## config.mk

```make
export PLATFORM = sky130hd
export DESIGN_NAME = rgb_to_hsv_convert
export DESIGN_NICKNAME = d
export VERILOG_FILES = /design/src/sv/rhc_pkg.sv /design/src/sv/rgb_to_hsv_convert.sv /design/src/sv/rhc_div_step.sv
export SDC_FILE = /design/constraint.sdc
export NUM_CORES = 1
export LEC_CHECK = 0
export ABC_AREA = 1
export BUFFER_PORTS_ARGS = -buffer_cell sky130_fd_sc_hd__buf_2
export CORE_ASPECT_RATIO = 1.4
export CORE_UTILIZATION = 55
export CTS_CLUSTER_DIAMETER = 100
export CTS_CLUSTER_SIZE = 25
export DETAILED_ROUTE_END_ITERATION = 8
export PLACE_DENSITY = 0.68
export SYNTH_ARGS = -nofsm -noshare
export SYNTH_HDL_FRONTEND = slang
export SYNTH_SLANG_ARGS = --single-unit
```

## constraint.sdc

```tcl
create_clock -name clk -period 8.9 [get_ports clk]
set_clock_uncertainty 0.1 [all_clocks]
set_input_delay 1.78 -clock clk [delete_from_list [all_inputs] [get_ports clk]]
set_output_delay 1.78 -clock clk [all_outputs]
set_load 0.1 [all_outputs]
```

## src/sv/rhc_pkg.sv

```systemverilog
package rhc_pkg;

	// Which channel holds the maximum; red wins ties, then green
	typedef logic [1:0] sector_t;

	localparam sector_t SECTOR_RED   = 2'd0;
	localparam sector_t SECTOR_GREEN = 2'd1;
	localparam sector_t SECTOR_BLUE  = 2'd2;

endpackage

```

## src/sv/rgb_to_hsv_convert.sv

```systemverilog
// Pipeline: stage 1 (max, min, sector), stage 2 (delta and numerators), the
// divide stages and the result register.
// Throughput: one item per clock while out_stall stays low; each quotient bit of
// the hue and saturation dividers has its own stage; bubbles close up under stall.
// Reset: arst_n clears all stage valid bits at once; no data is cleared.
module rgb_to_hsv_convert #(
	parameter int CHANNEL_BITS = 8,
	parameter int HUE_BITS     = 16
) (
	input  logic                    clk,
	input  logic                    arst_n,
	input  logic                    in_valid,
	output logic                    in_stall,
	input  logic [CHANNEL_BITS-1:0] red,
	input  logic [CHANNEL_BITS-1:0] green,
	input  logic [CHANNEL_BITS-1:0] blue,
	output logic                    out_valid,
	input  logic                    out_stall,
	output logic [HUE_BITS-1:0]     hue_turn,
	output logic [CHANNEL_BITS-1:0] saturation_out,
	output logic [CHANNEL_BITS-1:0] value_out,
	output logic                    hue_undefined
);

	localparam int CB    = CHANNEL_BITS;
	localparam int DW    = CHANNEL_BITS + 3;  // holds 6 * delta
	localparam int NW    = CHANNEL_BITS + 4;  // signed hue numerator
	localparam int NDIV  = (HUE_BITS > CHANNEL_BITS) ? HUE_BITS : CHANNEL_BITS;
	localparam int H_OFF = NDIV - HUE_BITS;
	localparam int S_OFF = NDIV - CHANNEL_BITS;
	localparam int NST   = NDIV + 3;          // s1, s2, divide stages, output

	// stage valid bits and per-stage advance
	logic [NST-1:0] vld_s;
	logic [NST-1:0] adv;

	// flow control: a stage moves when it is empty or the next one moves
	assign adv[NST-1] = !vld_s[NST-1] || !out_stall;
	for (genvar i = 0; i < NST - 1; i++) begin : g_adv
		assign adv[i] = !vld_s[i] || adv[i+1];
	end

	assign in_stall  = !adv[0];
	assign out_valid = vld_s[NST-1];

	always_ff @(posedge clk or negedge arst_n) begin
		if (!arst_n) begin
			vld_s <= '0;
		end else begin
			if (adv[0]) begin
				vld_s[0] <= in_valid;
			end
			for (int i = 1; i < NST; i++) begin
				if (adv[i]) begin
					vld_s[i] <= vld_s[i-1];
				end
			end
		end
	end

	// ---------------- stage 1: max, min and sector ----------------
	rhc_pkg::sector_t sec_c;
	logic [CB-1:0]    mx_c;
	logic [CB-1:0]    mn_c;

	always_comb begin
		if (red >= green && red >= blue) begin
			sec_c = rhc_pkg::SECTOR_RED;
			mx_c  = red;
		end else if (green >= blue) begin
			sec_c = rhc_pkg::SECTOR_GREEN;
			mx_c  = green;
		end else begin
			sec_c = rhc_pkg::SECTOR_BLUE;
			mx_c  = blue;
		end
		mn_c = red;
		if (green < mn_c) mn_c = green;
		if (blue < mn_c) mn_c = blue;
	end

	rhc_pkg::sector_t sec_s1;
	logic [CB-1:0]    red_s1;
	logic [CB-1:0]    green_s1;
	logic [CB-1:0]    blue_s1;
	logic [CB-1:0]    mx_s1;
	logic [CB-1:0]    mn_s1;

	always_ff @(posedge clk) begin
		if (adv[0]) begin
			sec_s1   <= sec_c;
			red_s1   <= red;
			green_s1 <= green;
			blue_s1  <= blue;
			mx_s1    <= mx_c;
			mn_s1    <= mn_c;
		end
	end

	// ---------------- stage 2: delta, hue numerator, sat numerator ----------------
	logic [CB-1:0]        delta_c;
	logic signed [NW-1:0] d_e, r_e, g_e, b_e, den_e, num_c;
	logic [2*CB-1:0]      snum_c;

	always_comb begin
		delta_c = mx_s1 - mn_s1;
		d_e     = $signed({4'b0000, delta_c});
		r_e     = $signed({4'b0000, red_s1});
		g_e     = $signed({4'b0000, green_s1});
		b_e     = $signed({4'b0000, blue_s1});
		den_e   = (d_e <<< 2) + (d_e <<< 1);
		case (sec_s1)
			rhc_pkg::SECTOR_RED:   num_c = g_e - b_e;
			rhc_pkg::SECTOR_GREEN: num_c = (d_e <<< 1) + b_e - r_e;
			rhc_pkg::SECTOR_BLUE:  num_c = (d_e <<< 2) + r_e - g_e;
			default:               num_c = '0;
		endcase
		// wrap into one full turn
		if (num_c < 0) begin
			num_c = num_c + den_e;
		end
		// delta * CHMAX without a multiplier
		snum_c = {delta_c, {CB{1'b0}}} - {{CB{1'b0}}, delta_c};
	end

	// divide pipeline, index 0 is stage 2, index k+1 follows divide step k
	logic [DW-1:0]       hrem_sd  [0:NDIV];
	logic [DW-1:0]       hden_sd  [0:NDIV];
	logic [HUE_BITS-1:0] hquo_sd  [0:NDIV];
	logic [CB-1:0]       srem_sd  [0:NDIV];
	logic [CB-1:0]       sden_sd  [0:NDIV];
	logic [CB-1:0]       slo_sd   [0:NDIV];
	logic [CB-1:0]       squo_sd  [0:NDIV];
	logic                gray_sd  [0:NDIV];
	logic                undef_sd [0:NDIV];

	always_ff @(posedge clk) begin
		if (adv[1]) begin
			hrem_sd[0]  <= num_c[DW-1:0];
			hden_sd[0]  <= den_e[DW-1:0];
			hquo_sd[0]  <= '0;
			srem_sd[0]  <= snum_c[2*CB-1:CB];
			sden_sd[0]  <= mx_s1;
			slo_sd[0]   <= snum_c[CB-1:0];
			squo_sd[0]  <= '0;
			gray_sd[0]  <= (delta_c == '0);
			undef_sd[0] <= (mx_s1 == '0);
		end
	end

	// ---------------- divide stages: one quotient bit each ----------------
	for (genvar k = 0; k < NDIV; k++) begin : g_div
		logic [DW-1:0] hrem_nx;
		logic          hq;
		logic [CB-1:0] srem_nx;
		logic [CB-1:0] slo_nx;
		logic          sq;

		// hue lane: zeros shift in, quotient gets HUE_BITS bits
		if (k >= H_OFF) begin : g_h
			rhc_div_step #(.W(DW)) u_hstep (
				.rem    (hrem_sd[k]),
				.den    (hden_sd[k]),
				.shin   (1'b0),
				.rem_nx (hrem_nx),
				.qbit   (hq)
			);
		end else begin : g_hp
			assign hrem_nx = hrem_sd[k];
			assign hq      = 1'b0;
		end

		// saturation lane: low numerator bits shift in MSB first
		if (k >= S_OFF) begin : g_s
			rhc_div_step #(.W(CB)) u_sstep (
				.rem    (srem_sd[k]),
				.den    (sden_sd[k]),
				.shin   (slo_sd[k][CB-1]),
				.rem_nx (srem_nx),
				.qbit   (sq)
			);
			assign slo_nx = {slo_sd[k][CB-2:0], 1'b0};
		end else begin : g_sp
			assign srem_nx = srem_sd[k];
			assign sq      = 1'b0;
			assign slo_nx  = slo_sd[k];
		end

		// idle lanes shift zeros into a zero quotient, so shifting always is safe
		always_ff @(posedge clk) begin
			if (adv[k+2]) begin
				hrem_sd[k+1]  <= hrem_nx;
				hden_sd[k+1]  <= hden_sd[k];
				hquo_sd[k+1]  <= {hquo_sd[k][HUE_BITS-2:0], hq};
				srem_sd[k+1]  <= srem_nx;
				sden_sd[k+1]  <= sden_sd[k];
				slo_sd[k+1]   <= slo_nx;
				squo_sd[k+1]  <= {squo_sd[k][CB-2:0], sq};
				gray_sd[k+1]  <= gray_sd[k];
				undef_sd[k+1] <= undef_sd[k];
			end
		end
	end

	// ---------------- output register: special cases ----------------
	logic [HUE_BITS-1:0] hue_q;
	logic [CB-1:0]       sat_q;
	logic [CB-1:0]       val_q;
	logic                undef_q;

	always_ff @(posedge clk) begin
		if (adv[NST-1]) begin
			hue_q   <= (gray_sd[NDIV] || undef_sd[NDIV]) ? '0 : hquo_sd[NDIV];
			sat_q   <= undef_sd[NDIV] ? '0 : squo_sd[NDIV];
			val_q   <= sden_sd[NDIV];
			undef_q <= undef_sd[NDIV];
		end
	end

	assign hue_turn       = hue_q;
	assign saturation_out = sat_q;
	assign value_out      = val_q;
	assign hue_undefined  = undef_q;

	// ---------------- assertions ----------------
	// input stalls only when every stage holds an item
	a_stall_full: assert property (@(posedge clk) disable iff (!arst_n)
		in_stall |-> (&vld_s))
		else $error("input stalled with a bubble in the pipeline");

	// black pixel gives all-zero results
	a_undef_zero: assert property (@(posedge clk) disable iff (!arst_n)
		(out_valid && hue_undefined) |->
		(hue_turn == '0 && saturation_out == '0 && value_out == '0))
		else $error("undefined hue with nonzero result");

	// wrapped hue numerator stays below the divisor
	a_hue_num: assert property (@(posedge clk) disable iff (!arst_n)
		(vld_s[1] && hden_sd[0] != '0) |-> (hrem_sd[0] < hden_sd[0]))
		else $error("hue numerator not wrapped into one turn");

	// saturation divide starts with a remainder below max
	a_sat_num: assert property (@(posedge clk) disable iff (!arst_n)
		(vld_s[1] && !undef_sd[0]) |-> (srem_sd[0] < sden_sd[0]))
		else $error("saturation numerator out of range");

endmodule

```

## src/sv/rhc_div_step.sv

```systemverilog
// One restoring division step: shift one bit into the remainder, then
// subtract the divisor when it fits. Remainder in must be below den.
module rhc_div_step #(
	parameter int W = 8
) (
	input  logic [W-1:0] rem,
	input  logic [W-1:0] den,
	input  logic         shin,
	output logic [W-1:0] rem_nx,
	output logic         qbit
);

	logic [W:0] trial;
	logic [W:0] diff;

	assign trial  = {rem, shin};
	assign diff   = trial - {1'b0, den};
	assign qbit   = (trial >= {1'b0, den});
	assign rem_nx = qbit ? diff[W-1:0] : trial[W-1:0];

endmodule

```

==> results of run 1 <==
==> cells in the mapped netlist (2+ instances only) <==
cell / n / area share (%)
o31ai_1: 5 / 0.084
clkbuf_1: 10 / 0.084
or4_1: 4 / 0.067
nor3_1: 41 / 0.46
buf_2: 14 / 0.16
nor4_1: 7 / 0.098
and3_1: 3 / 0.042
or2_2: 24 / 0.34
o221ai_1: 13 / 0.25
o2111ai_1: 3 / 0.059
edfxtp_1: 935 / 63
nor2_4: 4 / 0.10
xnor2_1: 43 / 0.84
a211oi_1: 23 / 0.39
inv_2: 2 / 0.017
a31o_2: 9 / 0.18
fa_1: 41 / 1.8
o21bai_1: 18 / 0.30
o21a_1: 3 / 0.050
dfrtp_1: 19 / 1.1
inv_1: 616 / 5.2
xor2_1: 139 / 2.7
a21boi_0: 3 / 0.050
nand2_2: 6 / 0.084
nand4_1: 38 / 0.53
clkinv_1: 4 / 0.034
nor2_1: 201 / 1.7
o211ai_1: 5 / 0.084
nor3b_1: 4 / 0.067
a21oi_1: 231 / 2.6
a31oi_1: 21 / 0.29
o21ai_0: 208 / 2.3
ha_1: 317 / 8.9
a21o_1: 22 / 0.37
a211o_1: 10 / 0.20
nand4_4: 5 / 0.24
o21ai_1: 5 / 0.056
nand3_1: 115 / 1.3
a221oi_1: 4 / 0.078
nand2_1: 456 / 3.8
and2_1: 12 / 0.17
==> worst max-delay path, cell delays in order <==
cell	delay (ns)
buf_2	0.13
nand4_4	0.09
buf_4	0.37
nor2_4	0.30
nand4_4	0.17
nor2_4	0.23
nand4_4	0.13
nor2_4	0.19
nand4_4	0.14
nor2_8	0.16
nand4_4	0.59
inv_2	0.25
buf_12	0.20
==> metal layers <==
layer | part of all wire (%) | routed length [um] | vias up
met5 | 0 | 0 | -
met1 | 35 | 26500 | 12170
met2 | 58 | 44800 | 351
met3 | 2.5 | 1910 | 183
li1 | - | - | 12827
met4 | 4.5 | 3470 | 0
==> worst min-delay path by stage <==
stage,from,to,slack [ns]
global placement,sden_sd[7][6]$_DFFE_PP_,sden_sd[8][6]$_DFFE_PP_,0.30
detailed placement,gray_sd[0][10]$_DFFE_PP_,gray_sd[0][11]$_DFFE_PP_,0.30
global route,sden_sd[7][1]$_DFFE_PP_,sden_sd[8][1]$_DFFE_PP_,0.32
floorplan,gray_sd[0][9]$_DFFE_PP_,gray_sd[0][10]$_DFFE_PP_,0.30
finish,sden_sd[7][0]$_DFFE_PP_,sden_sd[8][0]$_DFFE_PP_,0.31
CTS,sden_sd[7][0]$_DFFE_PP_,sden_sd[8][0]$_DFFE_PP_,0.32
==> metrics by stage <==
stage | cells | area [sq um]
3_5_place_dp | 4767 | 46500
6_report | 4840 | 47800
3_3_place_gp | 4767 | 46500
5_1_grt | 4840 | 47800
2_1_floorplan | 3652 | 44800
4_1_cts | 4840 | 47800
==> sequential cells by signal, indices dropped and copies added, names as in the netlist, 16 cells and up <==
register and cells:
sden_sd 136, hue_turn 16, slo_sd 98, srem_sd 128, hrem_sd 161, undef_sd 17
gray_sd 17, hden_sd 131, vld_s 19, hquo_sd 136, squo_sd 36
==> cell families after synthesis <==
group           Yosys count  synth area share [%]
compound gates          587                  7.42
xor+xnor                182                  3.56
fa+ha+maj               358                  10.7
buf+inv                 647                  5.47
flops                   954                  63.8
simple gates            924                  9.08
==> layout make-up <==
cell class	count	share of cell area (%)
Clock buffer	71	2.63
Clock inverter	2	0.0760
Inverter	622	4.89
Multi-Input combinational cell	2051	28.9
Sequential cell	954	59.8
Tap cell	1062	2.78
Timing Repair Buffer	78	0.933
==> flow_summary.yaml, run 1 <==
outcome:
  run_status: "completed"
floorplan:
  rows: 123
  core_sq_um: 80500
  io_pins: 63
  fp.dieArea_sq_um: 82600
  start_util_pct: 55.6
  die-height_um: 340
  fp.dieW_um: 243
setup_path:
  reg2reg_depth: 24
  critPathArrivalTime_ns: 4.76
  critPathKind: "input port to primary output"
  endpoint: "in_stall"
  crit_path_start: "out_stall"
  critPathLaunchType: "input port"
  critPathMaxFanout: 62
  rr_endpoint: "hrem_sd[0][10]$_DFFE_PP_"
  timing.rr.start: "mx_s1[0]$_DFFE_PN_"
  r2r_slack_ns: 3.17
  endpoint_kind: "primary output"
  crit_required_ns: 7.02
clock_tree:
  clock_path_buffers: 3
  cts_sinks: 954
  cts-root-buf: "clkbuf_16"
  cts_tree: "built"
  ctsResizeCount: 0
  postCtsHoldBufs: 0
  post_cts_buffers: 0
  clkTransAtPathRegs_ns: 0.10
  clk_latency_ns: 0.62
  cts_buffers: 44
  htree_levels: 2
timing:
  hold_ws_ns: 0.308
  hold_viol: 0
  worst_slew_pin_slew_ns: 1.21
  rsz0062_at_grt: "no"
  report.final.slew_viol_count: 0
  finalSetupViolCount: 0
  max_freq_mhz: 151
  setup_ws_ns: 2.26
  tns_ns: 0
  period_share_pct: 74.6
  max_slew_margin_pct: 19.3
  min_period_ns: 6.64
layout:
  mostFrequentLayoutCells: "935 x edfxtp_1, 612 x inv_1, 452 x nand2_1"
  antenna_cells: 0
  post_route_cells_drive_above_1_share_pct: 5.11
  fillers: 6454
  final_common_cell: "edfxtp_1"
  final_core_util_pct: 59.3
  nets: 4137
  multi_input_area_sq_um: 13800
  seqCellArea_sq_um: 28600
  syn2layout_area_growth_pct: 6.67
global_routing:
  grt_max_degree: 63
  use_met3_pct: 2.22
  grt_pass1_wl_um: 126000
  grt_pass1_vias: 26307
  grt-ovfl-total: 0
  grt_use_met2_pct: 39.7
  grt_util_met1_pct: 17.8
  gr-max-usage-layer: "met2"
  antenna_found_initial: 0
  grt.total_usage_pct: 19.0
routing:
  ant_nets: 0
  wirelength_um: 76600
  vias: 25531
  dr.pass1.iters: 5
  via_per_inst: 5.28
  wire_per_inst_um: 15.8
  drc: 0
  drtIter0Drc: 1001
synthesis:
  synth_top_flop_cell: "edfxtp_1"
  ys.warnings.count: 0
  synth-edff-count: 935
  async_flop_share_pct: 1.99
  syn_nets: 4038
  synth_area_sq_um: 44800
  synth_cells: 3652
  avgSynthCellArea_sq_um: 12.3
  yosysUniqueCellTypes: 50
  synth_seq_area_share_pct: 63.8
  yosys_register_bits: 954
hold_path:
  whs_path_depth: 0
  hold_path.class: "register to register"
placed_design:
  portBuffers: 62
  hpwl_um: 59700
  place_ws_ns: 2.19
  gp_congestion: 0.890
job:
  maxCapViolations: 0
Power of run 1 is not shown: default switching activity piles up to over one toggle a cycle in this logic, so the estimate is an artifact.
==> inputs of run 2 (changes only) <==
--- a/config.mk
+++ b/config.mk
@@ -5,14 +5,14 @@
 export SDC_FILE = /design/constraint.sdc
 export NUM_CORES = 1
 export LEC_CHECK = 0
-export ABC_AREA = 1
+export ABC_AREA = 0
 export BUFFER_PORTS_ARGS = -buffer_cell sky130_fd_sc_hd__buf_2
 export CORE_ASPECT_RATIO = 1.4
 export CORE_UTILIZATION = 55
 export CTS_CLUSTER_DIAMETER = 100
 export CTS_CLUSTER_SIZE = 25
 export DETAILED_ROUTE_END_ITERATION = 8
-export PLACE_DENSITY = 0.68
+export PLACE_DENSITY = 0.71
 export SYNTH_ARGS = -nofsm -noshare
 export SYNTH_HDL_FRONTEND = slang
 export SYNTH_SLANG_ARGS = --single-unit
==> constraint.sdc (replaced) <==
create_clock -name clk -period 5.4 [get_ports clk]
set_clock_uncertainty 0.1 [all_clocks]
set_input_delay 1.08 -clock clk [delete_from_list [all_inputs] [get_ports clk]]
set_output_delay 1.08 -clock clk [all_outputs]
set_load 0.1 [all_outputs]
==> run 2 against run 1 <==
  * Register-to-register slack worse by 2.9 ns
  * Critical path depth up 8
  * Sequential share of layout area down 0.19 points
  * Largest cell class unchanged
  * Synthesized cell count down 14%
  * Synthesized area down 0.20%
  * Non-clock buffer count up 11
  * Critical path type is now register to register
  * Utilization up 0.30 points
  * Global-route usage up 0.25 points
==> flow_summary.yaml, run 2 <==
synthesis:
  ys.warnings.count: 0
  synth_top_flop_cell: "edfxtp_1"
  ys_top_cells_by_area: "edfxtp_1 63%, ha_1 8.9%, mux2_2 3.6%, inv_1 3.5%, xnor2_1 2.8%"
  synth_area_sq_um: 44700
  yosysTopAreaCell: "edfxtp_1"
  yosysUniqueCellTypes: 67
  yosysMostFrequentCell: "edfxtp_1"
  ys_top_cells_by_count: "935 x edfxtp_1, 422 x inv_1, 317 x ha_1"
  avgSynthCellArea_sq_um: 14.2
  synth_cells: 3141
  async_flop_share_pct: 1.99
  synth_top_area_share_pct: 62.8
  syn_nets: 3527
  yosys_register_bits: 954
  synth_seq_area_share_pct: 63.9
  synth-edff-count: 935
setup_path:
  crit_required_ns: 5.68
  r2r_slack_ns: 0.30
  endpoint_kind: "register"
  critPathLaunchType: "register"
  critPathMaxFanout: 4
  critPathKind: "register to register"
  crit_path_start: "mx_s1[1]$_DFFE_PN_"
  critPathArrivalTime_ns: 5.38
  reg2reg_depth: 21
  rr_endpoint: "hrem_sd[0][10]$_DFFE_PP_"
  timing.rr.start: "mx_s1[1]$_DFFE_PN_"
layout:
  syn2layout_area_growth_pct: 7.22
  largest_register_ffs: 161
  final_common_cell: "edfxtp_1"
  nets: 3644
  top_register: "hrem_sd"
  mostFrequentLayoutCells: "935 x edfxtp_1, 414 x inv_1, 316 x ha_1"
  post_route_cells_drive_above_1_share_pct: 10.4
  antenna_cells: 0
  largestRegisters: "hrem_sd: 161 flops, hquo_sd: 136 flops, sden_sd: 136 flops"
timing:
  report.final.slew_viol_count: 0
  rsz0062_at_grt: "no"
  min_period_ns: 5.10
  max_slew_margin_pct: 21.7
  hold_viol: 0
  max_freq_mhz: 196
  worst_slew_pin_slew_ns: 1.17
  finalSetupViolCount: 0
  hold_ws_ns: 0.312
  period_share_pct: 94.5
global_routing:
  grt.total_usage_pct: 19.3
  grt_max_degree: 61
  antenna_found_initial: 1
  grt_pass1_wl_um: 126000
  grt_pass1_vias: 25249
  grt-ovfl-total: 0
outcome:
  run_status: "completed"
clock_tree:
  cts_sinks: 954
  clock_path_buffers: 3
  htree_levels: 2
  cts-root-buf: "clkbuf_16"
  clk_latency_ns: 0.64
  cts_buffers: 44
  postCtsHoldBufs: 0
  cts_tree: "built"
  clkTransAtPathRegs_ns: 0.09
routing:
  dr.pass1.iters: 5
  drtIter0Drc: 1110
  ant_nets: 0
  wire_per_inst_um: 18.1
  wirelength_um: 78800
  vias: 23999
  drc: 0
  via_per_inst: 5.51
floorplan:
  rows: 123
  core_sq_um: 80300
  fp.dieArea_sq_um: 82400
  start_util_pct: 55.6
  die-height_um: 339
  io_pins: 63
  fp.dieW_um: 243
job:
  maxCapViolations: 0
placed_design:
  gp_congestion: 0.964
  portBuffers: 62
  hpwl_um: 60300
hold_path:
  hold_path.class: "input port to asynchronous set/reset pin"
-- run 2: stage by stage --
step	cell area (sq um)	std cells	util, %	setup TNS (ns)	worst slack (ns)
6_report	47900	4356	59.6	0	0.298
5_1_grt	47900	4356	59.6	0	0.0371
4_1_cts	47900	4355	59.6	0	0.121
3_5_place_dp	46500	4273	57.9	0	0.165
3_3_place_gp	46500	4273	57.9	0	0.314
2_1_floorplan	44700	3141	-	-0.0286	-0.0286
-- run 2: layout make-up --
class / count / area [sq um]
fillers: 6098 / 32400
flip-flops and latches: 954 / 28600
clock buffers: 78 / 1270
repair buffers: 89 / 528
multi-input cells: 1747 / 14600
well taps: 1062 / 1330
inverters: 422 / 1590
clock inverters: 4 / 71.3
-- run 2: cell families after synthesis --
logic type / Yosys count / synth area share, %
flops: 954 / 63.9
buf+inv: 440 / 3.74
compound gates: 540 / 7.84
xor+xnor: 170 / 3.35
fa+ha+maj: 358 / 10.7
mux: 197 / 4.87
simple gates: 482 / 5.59
-- run 2: critical path, cell delays in order (launching register included) --
cell and delay, ns:
edfxtp_1 0.42, ha_1 0.31, nor2b_1 0.15, o31a_1 0.28
o21a_1 0.18, nor2_1 0.13, xnor2_1 0.16, inv_1 0.15
fa_1 0.52, inv_1 0.05, ha_1 0.23, or4_4 0.50
a31oi_4 0.23, xnor2_1 0.10, a221oi_2 0.32, a21oi_1 0.08
ha_1 0.35, a21oi_1 0.15, o21ai_1 0.09, xnor2_1 0.14
nor2_1 0.13, xnor2_1 0.08
-- run 2: worst max-delay path by stage --
stage / end / slack, ns / depth (start not counted)
floorplan: in_stall / -0.03 / 10
global placement: hrem_sd[0][10]$_DFFE_PP_ / 0.31 / 23
detailed placement: hrem_sd[0][10]$_DFFE_PP_ / 0.16 / 23
CTS: hrem_sd[0][10]$_DFFE_PP_ / 0.12 / 21
global route: hrem_sd[0][10]$_DFFE_PP_ / 0.04 / 21
finish: hrem_sd[0][10]$_DFFE_PP_ / 0.30 / 21
-- run 2: timing repair --
| action | CTS | global route |
|---|---|---|
| gates resized for setup | 0 | 12 |
| setup endpoints to repair | 0 | 3 |
| setup buffers | 0 | 1 |
-- run 2: metal layers --
| layer | track usage (%) | wire [um] | up-vias |
|---|---|---|---|
| li1 | - | - | 11631 |
| met1 | 18.8 | 27700 | 11800 |
| met2 | 39.4 | 45800 | 388 |
| met3 | 2.15 | 2060 | 180 |
| met4 | 8.53 | 3310 | 0 |
| met5 | 0 | 0 | - |
Power of run 2 is left out for the same reason.
==> inputs of run 3 (changes only) <==
--- a/config.mk
+++ b/config.mk
@@ -5,7 +5,7 @@
 export SDC_FILE = /design/constraint.sdc
 export NUM_CORES = 1
 export LEC_CHECK = 0
-export ABC_AREA = 0
+export ABC_AREA = 1
 export BUFFER_PORTS_ARGS = -buffer_cell sky130_fd_sc_hd__buf_2
 export CORE_ASPECT_RATIO = 1.4
 export CORE_UTILIZATION = 55
==> run 3 against run 2 <==
  * Sequential share of layout area is 0.061 points higher
  * Global-route usage shrank 0.61 points
  * Worst setup slack better by 0.11 ns
  * Routed wire length shrank 4.1%
  * Via count rose by 5.8%
  * Die area grew 0.19%
  * Non-clock buffer count increased by 2
  * Fmax up 2.1%
  * Critical path type unchanged
==> flow_summary.yaml, run 3 (same netlist as run 1, synthesis figures left out) <==
outcome:
  run_status: "completed"
global_routing:
  grt_pass1_vias: 25892
  grt-ovfl-total: 0
  antenna_found_initial: 0
  grt_max_degree: 62
  grt.total_usage_pct: 18.6
  grt_pass1_wl_um: 124000
floorplan:
  fp.dieArea_sq_um: 82600
  die-height_um: 340
  rows: 123
  start_util_pct: 55.6
  core_sq_um: 80500
  io_pins: 63
  fp.dieW_um: 243
setup_path:
  crit_slowest_cell: "fa_1"
  endpoint_kind: "register"
  critPathTopFamily: "adder cells"
  critPathMaxFanout: 4
  crit_required_ns: 5.67
  timing.rr.start: "mx_s1[0]$_DFFE_PN_"
  cp_slowest_stage_delay_ns: 0.49
  critPathLaunchType: "register"
  critPathKind: "register to register"
  critical_path_buf_inv_count: 3
  crit_path_cell_trace: "inv_1, ha_1, fa_2, o21ai_2, a21oi_1, o21bai_1, xor2_1, inv_1, fa_1, inv_1, ha_1, a21o_1, a21oi_2, xor2_1, o211ai_1, ha_1, nand2_1, nor3_2, nand3_1, o2111ai_1, xnor2_1, nor2_1, nand3_1, nand2_1"
  critPathArrivalTime_ns: 5.27
  crit_path_start: "mx_s1[0]$_DFFE_PN_"
  r2r_slack_ns: 0.40
layout:
  largest_register_ffs: 161
  syn2layout_area_growth_pct: 6.91
  post_route_cells_drive_above_1_share_pct: 5.87
  final_common_cell: "edfxtp_1"
  mostFrequentLayoutCells: "935 x edfxtp_1, 609 x inv_1, 452 x nand2_1"
  fillers: 6382
  largestRegisters: "hrem_sd: 161 flops, hquo_sd: 136 flops, sden_sd: 136 flops"
  layoutNonFillerInstCount: 4844
  top_register: "hrem_sd"
  nets: 4150
  antenna_cells: 0
  final_area_sq_um: 47900
placed_design:
  place_ws_ns: 0.170
  hpwl_um: 58400
  portBuffers: 62
  gp_congestion: 0.905
  postPlaceCellArea_sq_um: 46600
  placedCellCount: 4778
routing:
  dr.pass1.iters: 5
  drc: 0
  via_per_inst: 5.24
  vias: 25401
  ant_nets: 0
  wire_per_inst_um: 15.6
  drtIter0Drc: 1082
  wirelength_um: 75600
timing:
  finalSetupViolCount: 0
  hold_viol: 0
  report.final.slew_viol_count: 0
  min_period_ns: 5.00
  setup_ws_ns: 0.404
  max_freq_mhz: 200
  period_share_pct: 92.5
  worst_slew_pin_slew_ns: 1.26
  max_slew_margin_pct: 15.4
clock_tree:
  clk_latency_ns: 0.61
  postCtsHoldBufs: 0
  cts-root-buf: "clkbuf_16"
  cts_tree: "built"
  clkTransAtPathRegs_ns: 0.10
  clock_path_buffers: 3
  cts_buffers: 44
  cts_sinks: 954
  htree_levels: 2
hold_path:
  hold_path.class: "input port to asynchronous set/reset pin"
job:
  maxCapViolations: 0
run 3: area by class of cell:
type / count / area, sq um / area share [%]
Clock inverter: 3 / 47.5 / 0.0993
Multi-Input combinational cell: 2051 / 13900 / 29.0
Tap cell: 1062 / 1330 / 2.78
Sequential cell: 954 / 28600 / 59.7
Inverter: 622 / 2340 / 4.89
Timing Repair Buffer: 91 / 543 / 1.13
Clock buffer: 61 / 1190 / 2.48
run 3: stage by stage:
stage               setup TNS (ns)  hold WS (ns)  utilization [%]
global placement                 0         0.300             57.8
global route               -0.0101         0.309             59.5
CTS                              0         0.270             59.4
detailed placement               0         0.305             57.8
finish                           0         0.312             59.5
floorplan                  -188.97         0.300                -
run 3: worst paths after layout:
kind | end | cells after the start
max in group asynchronous | vld_s[18]$_DFFE_PN0P_ | 1
max reg2reg | hrem_sd[0][10]$_DFFE_PP_ | 24
max | hrem_sd[0][10]$_DFFE_PP_ | 24
min in group clk | sden_sd[8][4]$_DFFE_PP_ | 0
min | vld_s[3]$_DFFE_PN0P_ | 1
min reg2reg | sden_sd[8][4]$_DFFE_PP_ | 0
run 3: routing by layer:
| layer | track usage [%] | vias to the layer above | wire, um |
|---|---|---|---|
| met5 | 0 | - | 0 |
| met4 | 7.18 | 0 | 2860 |
| met3 | 1.96 | 144 | 1870 |
| met2 | 38.9 | 357 | 44100 |
| met1 | 18.1 | 12048 | 26700 |
| li1 | - | 12852 | - |
run 3: repair_timing:
item / CTS / global route
gates resized for setup: 0 / 18
endpoints found under the setup margin: 0 / 1
buffers inserted: 0 / 2
endpoints found under the hold margin: 0 / 0
Power of run 3 is left out for the same reason.
